**config.mk**
```make
export PLATFORM = sky130hd
export DESIGN_NAME = c_like_tokenizer_unit
export DESIGN_NICKNAME = d
export VERILOG_FILES = /design/src/rtl/ctok_pkg.sv /design/src/rtl/c_like_tokenizer_unit.sv /design/src/rtl/ctok_scan.sv
export SDC_FILE = /design/constraint.sdc
export NUM_CORES = 1
export LEC_CHECK = 0
export BUFFER_PORTS_ARGS = -buffer_cell sky130_fd_sc_hd__clkbuf_2
export CELL_PAD_IN_SITES_DETAIL_PLACEMENT = 1
export CELL_PAD_IN_SITES_GLOBAL_PLACEMENT = 1
export CORE_ASPECT_RATIO = 0.9
export CORE_MARGIN = 1
export CORE_UTILIZATION = 54
export DETAILED_ROUTE_END_ITERATION = 8
export GPL_ROUTABILITY_DRIVEN = 1
export PLACE_DENSITY = 0.85
export SLEW_MARGIN = 20
export SYNTH_ARGS = -nofsm -noshare
export SYNTH_HDL_FRONTEND = slang
export SYNTH_SLANG_ARGS = --single-unit
```
**constraint.sdc**
```tcl
create_clock -name clk -period 13.04 [get_ports clk]
set_input_delay 2.608 -clock clk [delete_from_list [all_inputs] [get_ports clk]]
set_output_delay 2.608 -clock clk [all_outputs]
set_load 0.05 [all_outputs]
```
**src/rtl/ctok_pkg.sv**
```systemverilog
`default_nettype none

package ctok_pkg;

  localparam int OFFSET_BITS     = 16;
  localparam int KEYWORD_CHARS   = 6;
  localparam int KW_BITS         = 8 * KEYWORD_CHARS;
  localparam int LEN_BITS        = 16;
  localparam int NUM_BITS        = 31;
  localparam int KIND_BITS       = 5;
  localparam int NUM_KEYWORDS    = 5;
  localparam int RES_QUEUE_DEPTH = 4;
  localparam int RES_PTR_BITS    = $clog2(RES_QUEUE_DEPTH);
  localparam int RES_CNT_BITS    = $clog2(RES_QUEUE_DEPTH + 1);

  typedef logic [KIND_BITS-1:0] kind_t;

  localparam kind_t TOK_EOF     = 5'd0;
  localparam kind_t TOK_NUMBER  = 5'd1;
  localparam kind_t TOK_IDENT   = 5'd2;
  localparam kind_t TOK_IF      = 5'd3;
  localparam kind_t TOK_ELSE    = 5'd4;
  localparam kind_t TOK_FOR     = 5'd5;
  localparam kind_t TOK_WHILE   = 5'd6;
  localparam kind_t TOK_RETURN  = 5'd7;
  localparam kind_t TOK_LPAREN  = 5'd8;
  localparam kind_t TOK_RPAREN  = 5'd9;
  localparam kind_t TOK_LBRACE  = 5'd10;
  localparam kind_t TOK_RBRACE  = 5'd11;
  localparam kind_t TOK_SEMI    = 5'd12;
  localparam kind_t TOK_COMMA   = 5'd13;
  localparam kind_t TOK_PLUS    = 5'd14;
  localparam kind_t TOK_MINUS   = 5'd15;
  localparam kind_t TOK_STAR    = 5'd16;
  localparam kind_t TOK_SLASH   = 5'd17;
  localparam kind_t TOK_PERCENT = 5'd18;
  localparam kind_t TOK_ASSIGN  = 5'd19;
  localparam kind_t TOK_EQ      = 5'd20;
  localparam kind_t TOK_NE      = 5'd21;
  localparam kind_t TOK_LT      = 5'd22;
  localparam kind_t TOK_LE      = 5'd23;
  localparam kind_t TOK_GT      = 5'd24;
  localparam kind_t TOK_GE      = 5'd25;
  localparam kind_t TOK_UNKNOWN = 5'd26;

  localparam logic [NUM_BITS-1:0] NUM_MAX = '1;
  localparam logic [7:0] CH_NEWLINE = 8'h0A;

  localparam logic [KW_BITS-1:0] KW_TEXT [NUM_KEYWORDS] = '{
    KW_BITS'(64'h6966), KW_BITS'(64'h656C7365), KW_BITS'(64'h666F72),
    KW_BITS'(64'h7768696C65), KW_BITS'(64'h72657475726E)
  };
  localparam logic [LEN_BITS-1:0] KW_LEN [NUM_KEYWORDS] = '{
    LEN_BITS'(2), LEN_BITS'(4), LEN_BITS'(3), LEN_BITS'(5), LEN_BITS'(6)
  };
  localparam kind_t KW_KIND [NUM_KEYWORDS] = '{
    TOK_IF, TOK_ELSE, TOK_FOR, TOK_WHILE, TOK_RETURN
  };

  typedef enum logic [3:0] {
    MODE_IDLE, MODE_NUM, MODE_IDENT, MODE_SLASH, MODE_EQ,
    MODE_BANG, MODE_LT, MODE_GT, MODE_COMMENT
  } scan_mode_t;

  typedef struct packed {
    logic       op;
    logic [7:0] ch;
  } in_t;

  typedef struct packed {
    kind_t                  token_kind;
    logic [NUM_BITS-1:0]    number_value;
    logic                   number_overflow;
    logic [15:0]            token_start;
    logic [LEN_BITS-1:0]    token_length;
    logic [7:0]             unknown_byte;
    logic                   last_of_run;
  } out_t;

  typedef struct packed {
    scan_mode_t             mode;
    logic [OFFSET_BITS-1:0] pos;
    logic [OFFSET_BITS-1:0] start;
    logic [LEN_BITS-1:0]    len;
    logic [NUM_BITS-1:0]    acc;
    logic                   sat;
    logic [KW_BITS-1:0]     kwbuf;
  } scan_state_t;

  typedef struct packed {
    logic [1:0] count;
    out_t       first;
    out_t       second;
  } scan_res_t;

  localparam scan_state_t STATE_RESET = '{mode: MODE_IDLE, default: '0};

  function automatic out_t make_res(input kind_t kind, input logic [NUM_BITS-1:0] val,
                                    input logic ovf, input logic [OFFSET_BITS-1:0] start,
                                    input logic [LEN_BITS-1:0] len, input logic [7:0] ub);
    out_t r;
    r.token_kind      = kind;
    r.number_value    = val;
    r.number_overflow = ovf;
    r.token_start     = start[15:0];
    r.token_length    = len;
    r.unknown_byte    = ub;
    r.last_of_run     = 1'b0;
    return r;
  endfunction

  function automatic logic is_digit(input logic [7:0] c);
    return c inside {["0":"9"]};
  endfunction

  function automatic logic is_alpha(input logic [7:0] c);
    return c inside {["a":"z"], ["A":"Z"]};
  endfunction

  function automatic logic is_space(input logic [7:0] c);
    return c inside {" ", [8'd9:8'd13]};
  endfunction

  // Kind of a byte that is a token on its own, or TOK_EOF if it is not one.
  function automatic kind_t symbol_kind(input logic [7:0] c);
    kind_t k;
    case (c)
      "(":     k = TOK_LPAREN;
      ")":     k = TOK_RPAREN;
      "{":     k = TOK_LBRACE;
      "}":     k = TOK_RBRACE;
      ";":     k = TOK_SEMI;
      ",":     k = TOK_COMMA;
      "+":     k = TOK_PLUS;
      "-":     k = TOK_MINUS;
      "*":     k = TOK_STAR;
      "%":     k = TOK_PERCENT;
      default: k = TOK_EOF;
    endcase
    return k;
  endfunction

endpackage

`default_nettype wire

```
**src/rtl/c_like_tokenizer_unit.sv**
```systemverilog
`default_nettype none

// Streaming lexer for a small C-like language. One source byte (or an end-of-source
// beat) is taken per cycle whenever the queue holds two results or fewer; its
// tokens are written to a four-entry result queue and, if it was empty, the first
// of them is offered on the out channel in the next cycle. A byte that both closes
// a token and starts a one-byte token gives two results. When the output drains
// one result per cycle, the queue soaks up the extra result of the first such byte;
// each later one holds input off until a result is taken. Spaces, comments and
// bytes that extend an open token give no result. After the end-of-file token the
// scanner and its byte offset are back in their reset state.
module c_like_tokenizer_unit (
  input  wire            clk,
  input  wire            rst_n,
  input  wire            in_valid,
  output logic           in_ready,
  input  wire ctok_pkg::in_t in_data,
  output logic           out_valid,
  input  wire            out_ready,
  output ctok_pkg::out_t out_data
);

  ctok_pkg::scan_state_t                st_r;
  ctok_pkg::scan_state_t                st_nxt;
  ctok_pkg::scan_res_t                  scan_res;
  ctok_pkg::out_t                       queue_r [ctok_pkg::RES_QUEUE_DEPTH];
  logic [ctok_pkg::RES_PTR_BITS-1:0]    wr_ptr_r;
  logic [ctok_pkg::RES_PTR_BITS-1:0]    wr_ptr_nxt;
  logic [ctok_pkg::RES_PTR_BITS-1:0]    rd_ptr_r;
  logic [ctok_pkg::RES_PTR_BITS-1:0]    rd_ptr_nxt;
  logic [ctok_pkg::RES_CNT_BITS-1:0]    count_r;
  logic [ctok_pkg::RES_CNT_BITS-1:0]    count_nxt;
  logic                                 push;
  logic                                 pop;
  logic [1:0]                           n_push;

  ctok_scan u_scan (
    .st     (st_r),
    .item   (in_data),
    .st_nxt (st_nxt),
    .res    (scan_res)
  );

  // Room for the two results that any one beat can produce.
  assign in_ready  = count_r <= ctok_pkg::RES_CNT_BITS'(ctok_pkg::RES_QUEUE_DEPTH - 2);
  assign out_valid = count_r != '0;
  assign out_data  = queue_r[rd_ptr_r];
  assign push      = in_valid && in_ready;
  assign pop       = out_valid && out_ready;
  assign n_push    = push ? scan_res.count : 2'd0;

  assign wr_ptr_nxt = wr_ptr_r + ctok_pkg::RES_PTR_BITS'(n_push);
  assign rd_ptr_nxt = rd_ptr_r + ctok_pkg::RES_PTR_BITS'(pop);
  assign count_nxt  = count_r + ctok_pkg::RES_CNT_BITS'(n_push)
                    - ctok_pkg::RES_CNT_BITS'(pop);

  always_ff @(posedge clk) begin
    if (!rst_n) begin
      st_r     <= ctok_pkg::STATE_RESET;
      wr_ptr_r <= '0;
      rd_ptr_r <= '0;
      count_r  <= '0;
    end else begin
      if (push) begin
        st_r <= st_nxt;
      end
      wr_ptr_r <= wr_ptr_nxt;
      rd_ptr_r <= rd_ptr_nxt;
      count_r  <= count_nxt;
    end
  end

  always_ff @(posedge clk) begin
    if (push && scan_res.count != 2'd0) begin
      queue_r[wr_ptr_r] <= scan_res.first;
    end
    if (push && scan_res.count == 2'd2) begin
      queue_r[wr_ptr_r + 1'b1] <= scan_res.second;
    end
  end

endmodule

`default_nettype wire

```
**src/rtl/ctok_scan.sv**
```systemverilog
`default_nettype none

module ctok_scan (
  input  wire ctok_pkg::scan_state_t st,
  input  wire ctok_pkg::in_t         item,
  output ctok_pkg::scan_state_t      st_nxt,
  output ctok_pkg::scan_res_t        res
);

  logic [7:0]                        c;
  logic                              eof;
  logic                              taken;
  logic                              fin_v;
  ctok_pkg::out_t                    fin;
  ctok_pkg::kind_t                   ident_kind;
  ctok_pkg::kind_t                   op2_kind;
  ctok_pkg::kind_t                   sym;
  logic                              a_v;
  logic                              b_v;
  ctok_pkg::out_t                    a;
  ctok_pkg::out_t                    b;
  logic [ctok_pkg::NUM_BITS+3:0]     prod;
  logic [ctok_pkg::LEN_BITS-1:0]     len_inc;
  logic [ctok_pkg::OFFSET_BITS-1:0]  pos_inc;

  assign c   = item.ch;
  assign eof = item.op || (c == 8'd0);

  // value * 10 + digit, four bits wider than the accumulator so overflow shows
  assign prod = ({4'b0, st.acc} << 3) + ({4'b0, st.acc} << 1)
              + (ctok_pkg::NUM_BITS + 4)'(c[3:0]);
  assign len_inc = (st.len == '1) ? st.len : st.len + 1'b1;
  assign pos_inc = st.pos + 1'b1;
  assign sym     = ctok_pkg::symbol_kind(c);

  always_comb begin
    ident_kind = ctok_pkg::TOK_IDENT;
    for (int k = 0; k < ctok_pkg::NUM_KEYWORDS; k++) begin
      if (st.len == ctok_pkg::KW_LEN[k] && st.kwbuf == ctok_pkg::KW_TEXT[k]) begin
        ident_kind = ctok_pkg::KW_KIND[k];
      end
    end
  end

  always_comb begin
    case (st.mode)
      ctok_pkg::MODE_EQ:   op2_kind = ctok_pkg::TOK_EQ;
      ctok_pkg::MODE_BANG: op2_kind = ctok_pkg::TOK_NE;
      ctok_pkg::MODE_LT:   op2_kind = ctok_pkg::TOK_LE;
      default:             op2_kind = ctok_pkg::TOK_GE;
    endcase
  end

  // The token that is still open when a byte cannot extend it.
  always_comb begin
    fin_v = 1'b1;
    fin   = ctok_pkg::make_res(ctok_pkg::TOK_EOF, '0, 1'b0, st.start, 16'd1, 8'd0);
    case (st.mode)
      ctok_pkg::MODE_NUM:
        fin = ctok_pkg::make_res(ctok_pkg::TOK_NUMBER, st.acc, st.sat, st.start, st.len, 8'd0);
      ctok_pkg::MODE_IDENT:
        fin = ctok_pkg::make_res(ident_kind, '0, 1'b0, st.start, st.len, 8'd0);
      ctok_pkg::MODE_SLASH: fin.token_kind = ctok_pkg::TOK_SLASH;
      ctok_pkg::MODE_EQ:    fin.token_kind = ctok_pkg::TOK_ASSIGN;
      ctok_pkg::MODE_LT:    fin.token_kind = ctok_pkg::TOK_LT;
      ctok_pkg::MODE_GT:    fin.token_kind = ctok_pkg::TOK_GT;
      ctok_pkg::MODE_BANG: begin
        fin.token_kind   = ctok_pkg::TOK_UNKNOWN;
        fin.unknown_byte = "!";
      end
      default: fin_v = 1'b0;
    endcase
  end

  always_comb begin
    st_nxt = st;
    taken  = 1'b0;
    a_v    = 1'b0;
    a      = fin;
    b_v    = 1'b0;
    b      = ctok_pkg::make_res(ctok_pkg::TOK_EOF, '0, 1'b0, st.pos, '0, 8'd0);
    if (eof) begin
      a_v    = fin_v;
      b_v    = 1'b1;
      st_nxt = ctok_pkg::STATE_RESET;
    end else begin
      case (st.mode)
        ctok_pkg::MODE_NUM: begin
          if (ctok_pkg::is_digit(c)) begin
            taken = 1'b1;
            st_nxt.len = len_inc;
            if (prod > {4'b0, ctok_pkg::NUM_MAX}) begin
              st_nxt.acc = ctok_pkg::NUM_MAX;
              st_nxt.sat = 1'b1;
            end else begin
              st_nxt.acc = prod[ctok_pkg::NUM_BITS-1:0];
            end
          end
        end
        ctok_pkg::MODE_IDENT: begin
          if (ctok_pkg::is_alpha(c) || ctok_pkg::is_digit(c) || c == "_") begin
            taken = 1'b1;
            st_nxt.len = len_inc;
            if (st.len < ctok_pkg::LEN_BITS'(ctok_pkg::KEYWORD_CHARS)) begin
              st_nxt.kwbuf = {st.kwbuf[ctok_pkg::KW_BITS-9:0], c};
            end
          end
        end
        ctok_pkg::MODE_SLASH: begin
          if (c == "/") begin
            taken       = 1'b1;
            st_nxt.mode = ctok_pkg::MODE_COMMENT;
          end
        end
        ctok_pkg::MODE_EQ, ctok_pkg::MODE_BANG, ctok_pkg::MODE_LT, ctok_pkg::MODE_GT: begin
          if (c == "=") begin
            taken       = 1'b1;
            a_v         = 1'b1;
            a           = ctok_pkg::make_res(op2_kind, '0, 1'b0, st.start, 16'd2, 8'd0);
            st_nxt.mode = ctok_pkg::MODE_IDLE;
          end
        end
        ctok_pkg::MODE_COMMENT: begin
          taken = 1'b1;
          if (c == ctok_pkg::CH_NEWLINE) begin
            st_nxt.mode = ctok_pkg::MODE_IDLE;
          end
        end
        default: taken = 1'b0;
      endcase

      // The byte could not extend the open token: close it and scan the byte afresh.
      if (!taken) begin
        a_v          = fin_v;
        st_nxt.mode  = ctok_pkg::MODE_IDLE;
        st_nxt.start = st.pos;
        st_nxt.len   = 16'd1;
        if (ctok_pkg::is_space(c)) begin
          st_nxt.len = '0;
        end else if (ctok_pkg::is_digit(c)) begin
          st_nxt.mode = ctok_pkg::MODE_NUM;
          st_nxt.acc  = ctok_pkg::NUM_BITS'(c[3:0]);
          st_nxt.sat  = 1'b0;
        end else if (ctok_pkg::is_alpha(c) || c == "_") begin
          st_nxt.mode  = ctok_pkg::MODE_IDENT;
          st_nxt.kwbuf = ctok_pkg::KW_BITS'(c);
        end else if (c == "/") begin
          st_nxt.mode = ctok_pkg::MODE_SLASH;
        end else if (c == "=") begin
          st_nxt.mode = ctok_pkg::MODE_EQ;
        end else if (c == "!") begin
          st_nxt.mode = ctok_pkg::MODE_BANG;
        end else if (c == "<") begin
          st_nxt.mode = ctok_pkg::MODE_LT;
        end else if (c == ">") begin
          st_nxt.mode = ctok_pkg::MODE_GT;
        end else if (sym != ctok_pkg::TOK_EOF) begin
          b_v = 1'b1;
          b   = ctok_pkg::make_res(sym, '0, 1'b0, st.pos, 16'd1, 8'd0);
        end else begin
          b_v = 1'b1;
          b   = ctok_pkg::make_res(ctok_pkg::TOK_UNKNOWN, '0, 1'b0, st.pos, 16'd1, c);
        end
      end
      st_nxt.pos = pos_inc;
    end
  end

  always_comb begin
    res.count  = {1'b0, a_v} + {1'b0, b_v};
    res.first  = a_v ? a : b;
    res.second = b;
    res.first.last_of_run  = !(a_v && b_v);
    res.second.last_of_run = 1'b1;
  end

endmodule

`default_nettype wire

```
==> summary.txt, run 1 <==
Timing
  – WHS: 0.4743 ns
  – Clock Skews: 0.02561 ns
  – Setup Viol. Count Final: 0
  – Final period util: between 50 and 60%
  – Setup TNS: 0 ns
  – F_max: about 140 MHz
  – Count of final hold-check violations: 0
  – Worst slew margin: 23.43%
  – Unrepaired setup endpoints after global routing: false
  – Max-slew violation count: 0
  – Fin crit period: 7.330 ns
  – Slew @ Worst Pin: 1.149 ns
  – Setup WS post-layout: 5.710 ns

Clock network
  – CTS Buf Count: 46
  – Worst-Skew Late Latency: 0.58 ns
  – CTS Root Cell: clkbuf_16
  – # hold bufs at CTS: 0
  – Setup bufs post-CTS: 0
  – CTS Buffer Depth: 3
  – CTS tree: built
  – H-tree levels: 2
  – Sinks on the clock net: 451
  – Reg clk slew, reported paths: roughly 0.06 ns
  – Cts repair resizes: 0

Pwr
  – PwrDens: between 150 and 200 nW/um^2
  – VDD IR max: between 0.09 and 0.1 mV
  – P_leak: approximately 8.8 nW
  – Power Total: approximately 3.6 mW

Route
  – Post-Route WL: 68,000 microns
  – DR vias: 17.55k
  – Via density: between 6 and 7
  – DRC violations left: 0
  – Initial detailed-routing violation count: 1,598
  – DR WL/cell: 26.84 microns
  – DR pass1 iterations: 5
  – Antenna viol nets, final: 0

Setup path
  – Slowest-stage cell, CP: buf_4
  – Crit end category: flop
  – CP Class: primary input to flop
  – CP bufs+invs: 5
  – CP dominant cell by count: buf_4
  – CP startpoint kind: primary input
  – WP data required: 13.50 ns
  – Worst EP arrival: around 8 ns
  – Top delay family on crit path: compound AO/OA/AOI/OAI gates
  – CP max FO: 48
  – Max incr delay on CP: 0.58 ns
  – Sequence of cells on the critical path: clkbuf_2 > nor2_1 > a211o_1 > o21ai_0 > a21o_2 > nand2_2 > a21oi_4 > inv_2 > ha_1 > nand2_1 > or3_1 > and2_2 > buf_4 > inv_1 > buf_4 > o22a_1

Die
  – Ports: 93
  – Die width: 211.5 microns
  – Core ar.: 38,630 sq um
  – Die Y: 190.5 microns
  – Row count: 68
  – Initial Utilization: between 50% and 60%
  – Die area: approximately 40,000 sq um

Finish
  – Util after Layout: 61.36%
  – # nets final: 2,061
  – Antenna Cells: 0
  – Area growth syn-to-layout: 11.14%
  – Most frequent cells in the layout: dfxtp_1 (329), a22o_1 (293), nor2_1 (156), edfxtp_1 (120), nand2_1 (118)
  – Layout cells sized above 1: 15.74%
  – Commonest non-fill, non-tap cell in the layout: dfxtp_1

Global route
  – GRT Total Usage: 33.89%
  – Initial antenna violation count: 0
  – Largest net degree at the start of global routing: between 50 and 60
  – Vias in the first global route: 18.32k
  – First-pass GRT wire length: 106,500 microns
  – Congestion Overflow GR: 0

Placed design
  – Post-Place Worst Slack: 5.381 ns
  – HPWL after DPL: 42,670 microns
  – Port buffer count: 92
  – RD Place Congestion: 0.9057

Logic synthesis
  – Synth Register Bits: 451
  – EDFF count, synth: 120
  – Yosys cell types: between 80 and 90
  – Sequential area share after synthesis: a little under half
  – Synthesized Nets: around 2.0k
  – Yosys Warn Count: 0
  – Post-synth ARST share: 0%
  – Post-synthesis cell area: 21,330 sq um
  – Synth Flop Type: dfxtp_1
  – Post-Synthesis Cells: 1,951
  – Synth Area per Inst: 10.93 sq um

Worst hold path
  – Hold Path Class: flop to flop

Run
  – Max_cap viols: 0

Outcome
  – Status: finished clean
[through the flow]
step	instance area (sq um)	std cells
final	23700	2533
after global routing	23700	2533
after CTS	23700	2533
after detailed placement	22160	2449
after global placement	22160	2449
after floorplan	21330	1951
[flip-flops by register name (all words and copies together), names as in the netlist]
name,cells
wr_ptr_r,2
count_r,3
st_r,132
queue_r,312
rd_ptr_r,2
[logic make-up after synthesis]
family / count (synthesis) / synth area share [%]
DFF: 451 / 47.97
muxes: 81 / 8.384
xor gates and xnor gates: 54 / 2.218
and+or+nand+nor: 474 / 10.77
adders and majority gates: 76 / 4.564
AOI/OAI and AO/OA: 625 / 22.58
buffers and inverters: 190 / 3.520
[worst reg2reg max path, delay by kind of cell (launching register included)]
| family | cells | cell delay [ns] |
|---|---|---|
| buffers and inverters | 4 | 1.31 |
| DFF | 1 | 0.58 |
| adders and majority gates | 1 | 0.32 |
| AOI/OAI and AO/OA | 5 | 1.34 |
| and+or+nand+nor | 5 | 1.83 |
[where the power goes]
| group | internal [mW] | switching (mW) |
|---|---|---|
| clock network | 0.794 | 0.575 |
| logic | 0.194 | 0.493 |
| registers | 1.50 | 0.0639 |
[worst paths after layout]
kind	to	from	depth (start not counted)	slack [ns]
min reg2reg	queue_r[3][10]	queue_r[3][10]	2	0.47
max	queue_r[1][0]	in_data[2]	16	5.71
max reg2reg	queue_r[1][0]	st_r[128]	15	7.55
min	queue_r[3][10]	queue_r[3][10]	2	0.47
[layer usage]
layer / wire length [microns] / vias to the layer above / track usage (%)
met2: 33530 / 760 / 57.86
met5: 0 / - / 0
met1: 28060 / 8993 / 43.97
met3: 4124 / 176 / 4.200
met4: 2287 / 0 / 12.99
li1: - / 7624 / -
[synthesized netlist by cell type, drive strengths merged (4+ instances only)]
library cell / instances / area [sq um]
o22ai: 36 / 225.2
a22o: 293 / 2566
dfxtp: 331 / 6626
inv: 32 / 120.1
a22oi: 35 / 262.8
nor4b: 4 / 41.29
nand2: 119 / 449.2
a32oi: 4 / 35.03
or2: 4 / 25.02
nor4: 19 / 118.9
nor2: 164 / 615.6
and2: 16 / 100.1
a31oi: 11 / 68.82
o31ai: 5 / 37.54
nand4: 19 / 118.9
nand2b: 6 / 37.54
nand4b: 7 / 61.31
ha: 73 / 913.4
o21a: 9 / 67.56
nor2b: 4 / 25.02
clkbuf: 118 / 444.2
a21o: 13 / 98.85
nor3: 21 / 105.1
edfxtp: 120 / 3603
a211oi: 21 / 170.2
mux4: 78 / 1757
xnor2: 23 / 201.4
a21oi: 75 / 390.4
or3: 13 / 81.33
o21ai: 52 / 271.5
xor2: 31 / 271.5
nand3b: 4 / 30.03
nand3: 34 / 170.2
and3: 16 / 100.1
or4: 10 / 78.82
buf: 39 / 182.7
o211ai: 9 / 67.56
o32ai: 4 / 35.03
a221oi: 22 / 192.7
[final cells by class]
type / count / area (sq um)
fill: 4024 / 14930
clock inverter: 19 / 210.2
tap: 525 / 656.9
sequential: 451 / 10240
multi-input combinational: 1310 / 10390
timing repair buffer: 130 / 745.7
inverter: 33 / 123.9
clock buffer: 65 / 1335
Note: power is estimated with default switching activity, not from simulation.
==> inputs of run 2 (changes only) <==
--- a/config.mk
+++ b/config.mk
@@ -10,10 +10,10 @@
 export CELL_PAD_IN_SITES_GLOBAL_PLACEMENT = 1
 export CORE_ASPECT_RATIO = 0.9
 export CORE_MARGIN = 1
-export CORE_UTILIZATION = 54
+export CORE_UTILIZATION = 45
 export DETAILED_ROUTE_END_ITERATION = 8
 export GPL_ROUTABILITY_DRIVEN = 1
-export PLACE_DENSITY = 0.85
+export PLACE_DENSITY = 0.75
 export SLEW_MARGIN = 20
 export SYNTH_ARGS = -nofsm -noshare
 export SYNTH_HDL_FRONTEND = slang
==> constraint.sdc (replaced) <==
create_clock -name clk -period 6.3 [get_ports clk]
set_input_delay 1.26 -clock clk [delete_from_list [all_inputs] [get_ports clk]]
set_output_delay 1.26 -clock clk [all_outputs]
set_load 0.05 [all_outputs]
==> summary.txt, run 2 (synthesis gave the netlist of run 1 again) <==
Finish
  – Antenna Cells: 0 (unchanged)
  – Layout cells sized above 1: 16.39% (+0.65 points)
  – Largest regs: queue_r (312), st_r (132), count_r (3)
  – Area growth syn-to-layout: 12.42%
  – # nets final: 2,077 (+0.78%)
  – Most frequent cells in the layout: dfxtp_1 (329), a22o_1 (293), nor2_1 (156), edfxtp_1 (120), nand2_1 (117)
  – Commonest non-fill, non-tap cell in the layout: dfxtp_1
  – Most flops, register: queue_r
  – Max FFs per register: 312 (unchanged)

Clock network
  – Worst-Skew Late Latency: 0.59 ns (about the same)
  – CTS Buffer Depth: 3 (unchanged)
  – Setup bufs post-CTS: 0 (unchanged)
  – Cts repair resizes: 0 (unchanged)
  – # hold bufs at CTS: 0 (unchanged)
  – H-tree levels: 2 (unchanged)
  – Reg clk slew, reported paths: 0.06 ns (about the same)
  – CTS Buf Count: 47 (+2.2%)
  – Sinks on the clock net: 451 (unchanged)
  – CTS Root Cell: clkbuf_16
  – CTS tree: built

Worst hold path
  – Hold_sp: queue_r[2][10]
  – Hold path depth: 2 (unchanged)
  – Hold Crit Endpoint: queue_r[2][10]
  – Hold Path Class: flop to flop

Setup path
  – Top delay family on crit path: simple AND/OR/NAND/NOR gates
  – CP max FO: 32 (-33%)
  – Slowest-stage cell, CP: nor3_1
  – CP dominant cell by count: o21ai_0
  – WP data required: 6.82 ns (-6.68 ns)
  – CP Class: primary input to flop
  – Crit end category: flop
  – Max incr delay on CP: 0.57 ns (about the same)
  – Reg2reg path depth: 13 (-2)
  – Reg-to-Reg Start: st_r[131]
  – Worst EP arrival: 5.60 ns (-2.19 ns)
  – CP bufs+invs: 3 (-2)
  – CP startpoint kind: primary input
  – Reg2Reg Capture Point: queue_r[3][54]
  – R2R Setup Slk: 1.74 ns (-5.81 ns)
  – Sequence of cells on the critical path: clkbuf_2 > o21ai_0 > nand2_1 > o21ai_0 > a21o_2 > or2_2 > o21ai_0 > inv_1 > ha_1 > nor3_1 > nand2_1 > nor2_2 > buf_4 > a22o_1

Timing
  – Max-slew violation count: 0 (unchanged)
  – Setup Viol. Count Final: 0 (unchanged)
  – Slew @ Worst Pin: 1.067 ns (-0.08187 ns)
  – Setup WS post-layout: 1.217 ns (-4.492 ns)
  – F_max: 196.7 MHz
  – Final period util: 80.68%
  – Fin crit period: 5.083 ns
  – Count of final hold-check violations: 0 (unchanged)
  – Worst slew margin: 28.89% (+5.5 points)
  – Setup TNS: 0 ns (unchanged)
  – Clock Skews: 0.01863 ns (-0.006979 ns)
  – Unrepaired setup endpoints after global routing: false

Pwr
  – VDD IR max: 0.2054 mV (+110%)
  – PwrDens: 311.8 nW/um^2 (+100%)
  – Share of power burned in registers: 43.5% (+0.4 points)
  – P_sw: 2.309 mW (+100%)
  – P_leak: 8.920 nW (+1.2%)
  – Gate power share: 18.8% (-0.2 points)
  – Clock network fraction of design power: 37.8% (about the same)
  – Sw Ratio: 30.89% (-0.43 points)
  – Cell internal pwr: 5.167 mW (+110%)

Die
  – Die width: 231.5 microns (+9.5%)
  – Die area: 48,270 sq um (+20%)
  – Row count: 75 (+10%)
  – Initial Utilization: 45.64% (-9.6 points)
  – Die Y: 208.5 microns (+9.4%)
  – Ports: 93 (unchanged)
  – Core ar.: 46,730 sq um (+21%)

Placed design
  – HPWL after DPL: 41,540 microns (-2.6%)
  – RD Place Congestion: 0.8869 (-2.1%)
  – Post-Place Worst Slack: 0.6492 ns (-4.731 ns)
  – Port buffer count: 92 (unchanged)

Global route
  – GRT Total Usage: 26.85% (-7.0 points)
  – First-pass GRT wire length: 102,500 microns (-3.8%)
  – Congestion Overflow GR: 0 (unchanged)
  – Largest net degree at the start of global routing: 54 (+3.8%)
  – Initial antenna violation count: 0 (unchanged)
  – Vias in the first global route: 17.69k (-3.4%)

Route
  – DR vias: 16.98k (-3.3%)
  – Initial detailed-routing violation count: 1,341 (-16%)
  – DR WL/cell: 24.38 microns (-9.2%)
  – Post-Route WL: 64,410 microns (-5.3%)
  – DRC violations left: 0 (unchanged)
  – Antenna viol nets, final: 0 (unchanged)
  – DR pass1 iterations: 5 (unchanged)
  – Via density: 6.427 (-7.3%)

Run
  – Max_cap viols: 0 (unchanged)

Outcome
  – Status: finished clean
run 2: layout make-up:
class / count / area, sq um
fillers: 4975 / 22760
multi-input cells: 1310 / 10400
flip-flops and latches: 451 / 10240
clock buffers: 76 / 1448
repair buffers: 145 / 870.8
well taps: 616 / 770.7
clock inverters: 11 / 125.1
inverters: 33 / 123.9
run 2: worst max path at each step:
stage                from             end  slack, ns  cells past startpoint
4_1_cts        in_data[2]   queue_r[1][8]       1.27                     14
5_1_grt        in_data[2]  queue_r[3][54]       0.96                     14
2_1_floorplan  in_data[0]   queue_r[1][1]       1.14                     14
6_report       in_data[2]  queue_r[3][54]       1.22                     14
3_5_place_dp   in_data[2]  queue_r[1][35]       0.65                     14
3_3_place_gp   in_data[2]  queue_r[1][31]       0.84                     14
run 2: metrics by stage:
stage          hold slack [ns]  total power, mW  util, %  std cells  cell area [sq um]
6_report                0.4701            7.477    51.30       2642              23980
5_1_grt                 0.4934            7.725    51.30       2642              23980
4_1_cts                 0.4653            7.536    51.30       2642              23970
3_5_place_dp            0.4530            4.717    47.93       2555              22400
3_3_place_gp            0.4332            4.679    47.93       2555              22400
2_1_floorplan           0.4198            4.274        -       1951              21330
run 2: metal layers:
layer  GRT usage (%)  share of wire, %
met5               0                 0
met4           8.130               2.7
met3           3.166               4.4
met2           44.60                48
met1           36.57                45
run 2: worst register-to-register path, delay by kind of cell, from the launching register on:
kind | cells | cell delay (ns)
AND/OR/NAND/NOR | 5 | 1.56
AO/OA/AOI/OAI | 5 | 1.48
flip-flops | 1 | 0.61
buffers and inverters | 2 | 0.54
adder cells (fa/ha/maj) | 1 | 0.30
run 2: power by group through the flow:
| stage | clock [mW] | combinational, mW | sequential (mW) |
|---|---|---|---|
| 6_report | 2.82 | 1.40 | 3.25 |
| 5_1_grt | 2.98 | 1.47 | 3.27 |
| 4_1_cts | 2.88 | 1.40 | 3.26 |
| 3_5_place_dp | 0 | 1.40 | 3.32 |
| 3_3_place_gp | 0 | 1.38 | 3.30 |
| 2_1_floorplan | 0 | 1.09 | 3.18 |
==> inputs of run 3 (changes only) <==
==> constraint.sdc (replaced) <==
create_clock -name clk -period 4.15 [get_ports clk]
set_input_delay 0.83 -clock clk [delete_from_list [all_inputs] [get_ports clk]]
set_output_delay 0.83 -clock clk [all_outputs]
set_load 0.05 [all_outputs]
==> summary.txt, run 3 (synthesis gave the netlist of run 1 again) <==
Timing
  – Worst slew margin: 30.16% (+1.3 points)
  – WHS: 0.4629 ns (-0.007131 ns)
  – Final period util: around 93%
  – Slew @ Worst Pin: 1.040 ns (-0.02706 ns)
  – Fin crit period: 3.840 ns
  – Max-slew violation count: 0 (unchanged)
  – Count of final hold-check violations: 0 (unchanged)
  – Clock Skews: 0.03546 ns (+0.01683 ns)
  – F_max: between 200 and 300 MHz
  – Setup WS post-layout: 0.3096 ns (-0.9076 ns)
  – Setup TNS: 0 ns (unchanged)
  – Unrepaired setup endpoints after global routing: false
  – Setup Viol. Count Final: 0 (unchanged)

Setup path
  – CP Launch Point: st_r[51]
  – Reg2reg path depth: 14 (+1)
  – Crit end category: flop
  – CP Class: flop to flop
  – Worst EP arrival: 4.32 ns (-1.28 ns)
  – Top delay family on crit path: compound AO/OA/AOI/OAI gates
  – Slowest-stage cell, CP: a2111oi_0
  – CP dominant cell by count: fa_1
  – Reg2Reg Capture Point: st_r[71]
  – R2R Setup Slk: 0.31 ns (-1.43 ns)
  – Worst Setup EP: st_r[71]
  – CP startpoint kind: flop
  – CP Depth: 14 (unchanged)
  – CP bufs+invs: 3 (unchanged)
  – Reg-to-Reg Start: st_r[51]
  – Max incr delay on CP: 0.59 ns (+0.02 ns)
  – Sequence of cells on the critical path: inv_1 > fa_1 > fa_1 > nor2b_1 > o2111ai_1 > a21oi_1 > o21ai_0 > a2111oi_0 > a311oi_1 > nand4b_1 > buf_4 > a21oi_4 > buf_12 > a221oi_1
  – WP data required: 4.63 ns (-2.19 ns)
  – CP max FO: 15 (-53%)

Route
  – DR vias: 17.44k (+2.7%)
  – DRC violations left: 0 (unchanged)
  – Via density: 6.368 (-0.91%)
  – Antenna viol nets, final: 0 (unchanged)
  – DR WL/cell: 24.52 microns (+0.59%)
  – DR pass1 iterations: 5 (unchanged)
  – Post-Route WL: 67,140 microns (+4.2%)
  – Initial detailed-routing violation count: 1,347 (+0.45%)

Clock network
  – H-tree levels: 2 (unchanged)
  – CTS Buf Count: 48 (+2.1%)
  – Sinks on the clock net: 451 (unchanged)
  – CTS Root Cell: clkbuf_16
  – Worst-Skew Late Latency: 0.62 ns (+0.03 ns)
  – CTS tree: built
  – CTS Buffer Depth: 3 (unchanged)
  – Setup bufs post-CTS: 0 (unchanged)
  – Cts repair resizes: 0 (unchanged)
  – Reg clk slew, reported paths: 0.06 ns (about the same)
  – # hold bufs at CTS: 0 (unchanged)

Global route
  – GRT Total Usage: 27.91% (+1.1 points)
  – First-pass GRT wire length: 106,400 microns (+3.8%)
  – Vias in the first global route: 18.43k (+4.2%)
  – Largest net degree at the start of global routing: 52 (-3.7%)
  – Initial antenna violation count: 2 (+2)
  – Congestion Overflow GR: 0 (unchanged)

Pwr
  – P_leak: 9.393 nW (+5.3%)
  – PwrDens: 457.6 nW/um^2 (+47%)
  – VDD IR max: 0.2935 mV (+43%)
  – Power Total: 11.44 mW (+53%)

Die
  – Die width: 231.5 microns (unchanged)
  – Core ar.: 46,730 sq um (unchanged)
  – Ports: 93 (unchanged)
  – Row count: 75 (unchanged)
  – Initial Utilization: 45.64% (unchanged)
  – Die area: 48,270 sq um (unchanged)
  – Die Y: 208.5 microns (unchanged)

Worst hold path
  – Hold Path Class: flop to flop

Finish
  – Largest regs: queue_r (312), st_r (132), count_r (3)
  – Area growth syn-to-layout: 17.22%
  – Max FFs per register: 312 (unchanged)
  – Commonest non-fill, non-tap cell in the layout: dfxtp_1
  – Design Area, Final: 25,000 sq um (+4.3%)
  – Layout cells sized above 1: 20.38% (+4.0 points)
  – Most flops, register: queue_r
  – Finished Layout Cells: 2,738 (+3.6%)
  – # nets final: 2,171 (+4.5%)
  – Most frequent cells in the layout: dfxtp_1 (329), a22o_1 (293), nor2_1 (156), buf_4 (120), edfxtp_1 (120)
  – Util after Layout: 53.50% (+2.2 points)
  – Fill cells: 4,980 (+0.10%)

Placed design
  – Post-Place Worst Slack: -0.1541 ns (-0.8033 ns)
  – HPWL after DPL: 43,950 microns (+5.8%)
  – Port buffer count: 92 (unchanged)
  – Placement Cell Area: 23,470 sq um (+4.8%)
  – RD Place Congestion: 0.8884 (+0.17%)
  – Placed insts: 2,648 (+3.6%)

Run
  – Max_cap viols: 0 (unchanged)

Outcome
  – Status: finished clean
[run 3: worst min-delay path by stage]
stage | start | to | slack [ns] | cells after the start
6_report | queue_r[3][10] | queue_r[3][10] | 0.46 | 2
2_1_floorplan | queue_r[1][10] | queue_r[1][10] | 0.42 | 2
5_1_grt | queue_r[3][15] | queue_r[3][15] | 0.49 | 1
3_5_place_dp | queue_r[3][10] | queue_r[3][10] | 0.45 | 2
4_1_cts | queue_r[3][10] | queue_r[3][10] | 0.47 | 2
3_3_place_gp | queue_r[3][10] | queue_r[3][10] | 0.43 | 2
[run 3: per-layer routing]
layer  wire (microns)  part of all wire, %  GRT usage (%)  vias to the layer above
met5                0                    0              0                        -
met4             2042                  3.0          10.62                        0
met3             2700                  4.0          3.043                      129
met2            32470                   48          46.37                      511
met1            29930                   45          37.31                     8948
li1                 -                    -              -                     7848
[run 3: area by class of cell]
type | instances | area, sq um | share of cell area (%)
sequential | 451 | 10240 | 40.95
antenna | 2 | 5.005 | 0.02002
inverter | 33 | 138.9 | 0.5555
clock inverter | 18 | 163.9 | 0.6556
tap | 616 | 770.7 | 3.083
clock buffer | 70 | 1365 | 5.460
timing repair buffer | 238 | 1882 | 7.527
multi-input combinational | 1310 | 10440 | 41.75
[run 3: worst min-delay path, cell delays in order (launching register included)]
cell,delay [ns]
dfxtp_1,0.33
nand2_1,0.05
o21ai_0,0.05
[run 3: power breakdown]
part | switching, mW | leakage (nW) | internal (mW)
registers | 0.206 | 3.77 | 4.70
clock network | 1.85 | 0.736 | 2.36
logic | 1.56 | 4.89 | 0.762
total | 3.62 | 9.39 | 7.82
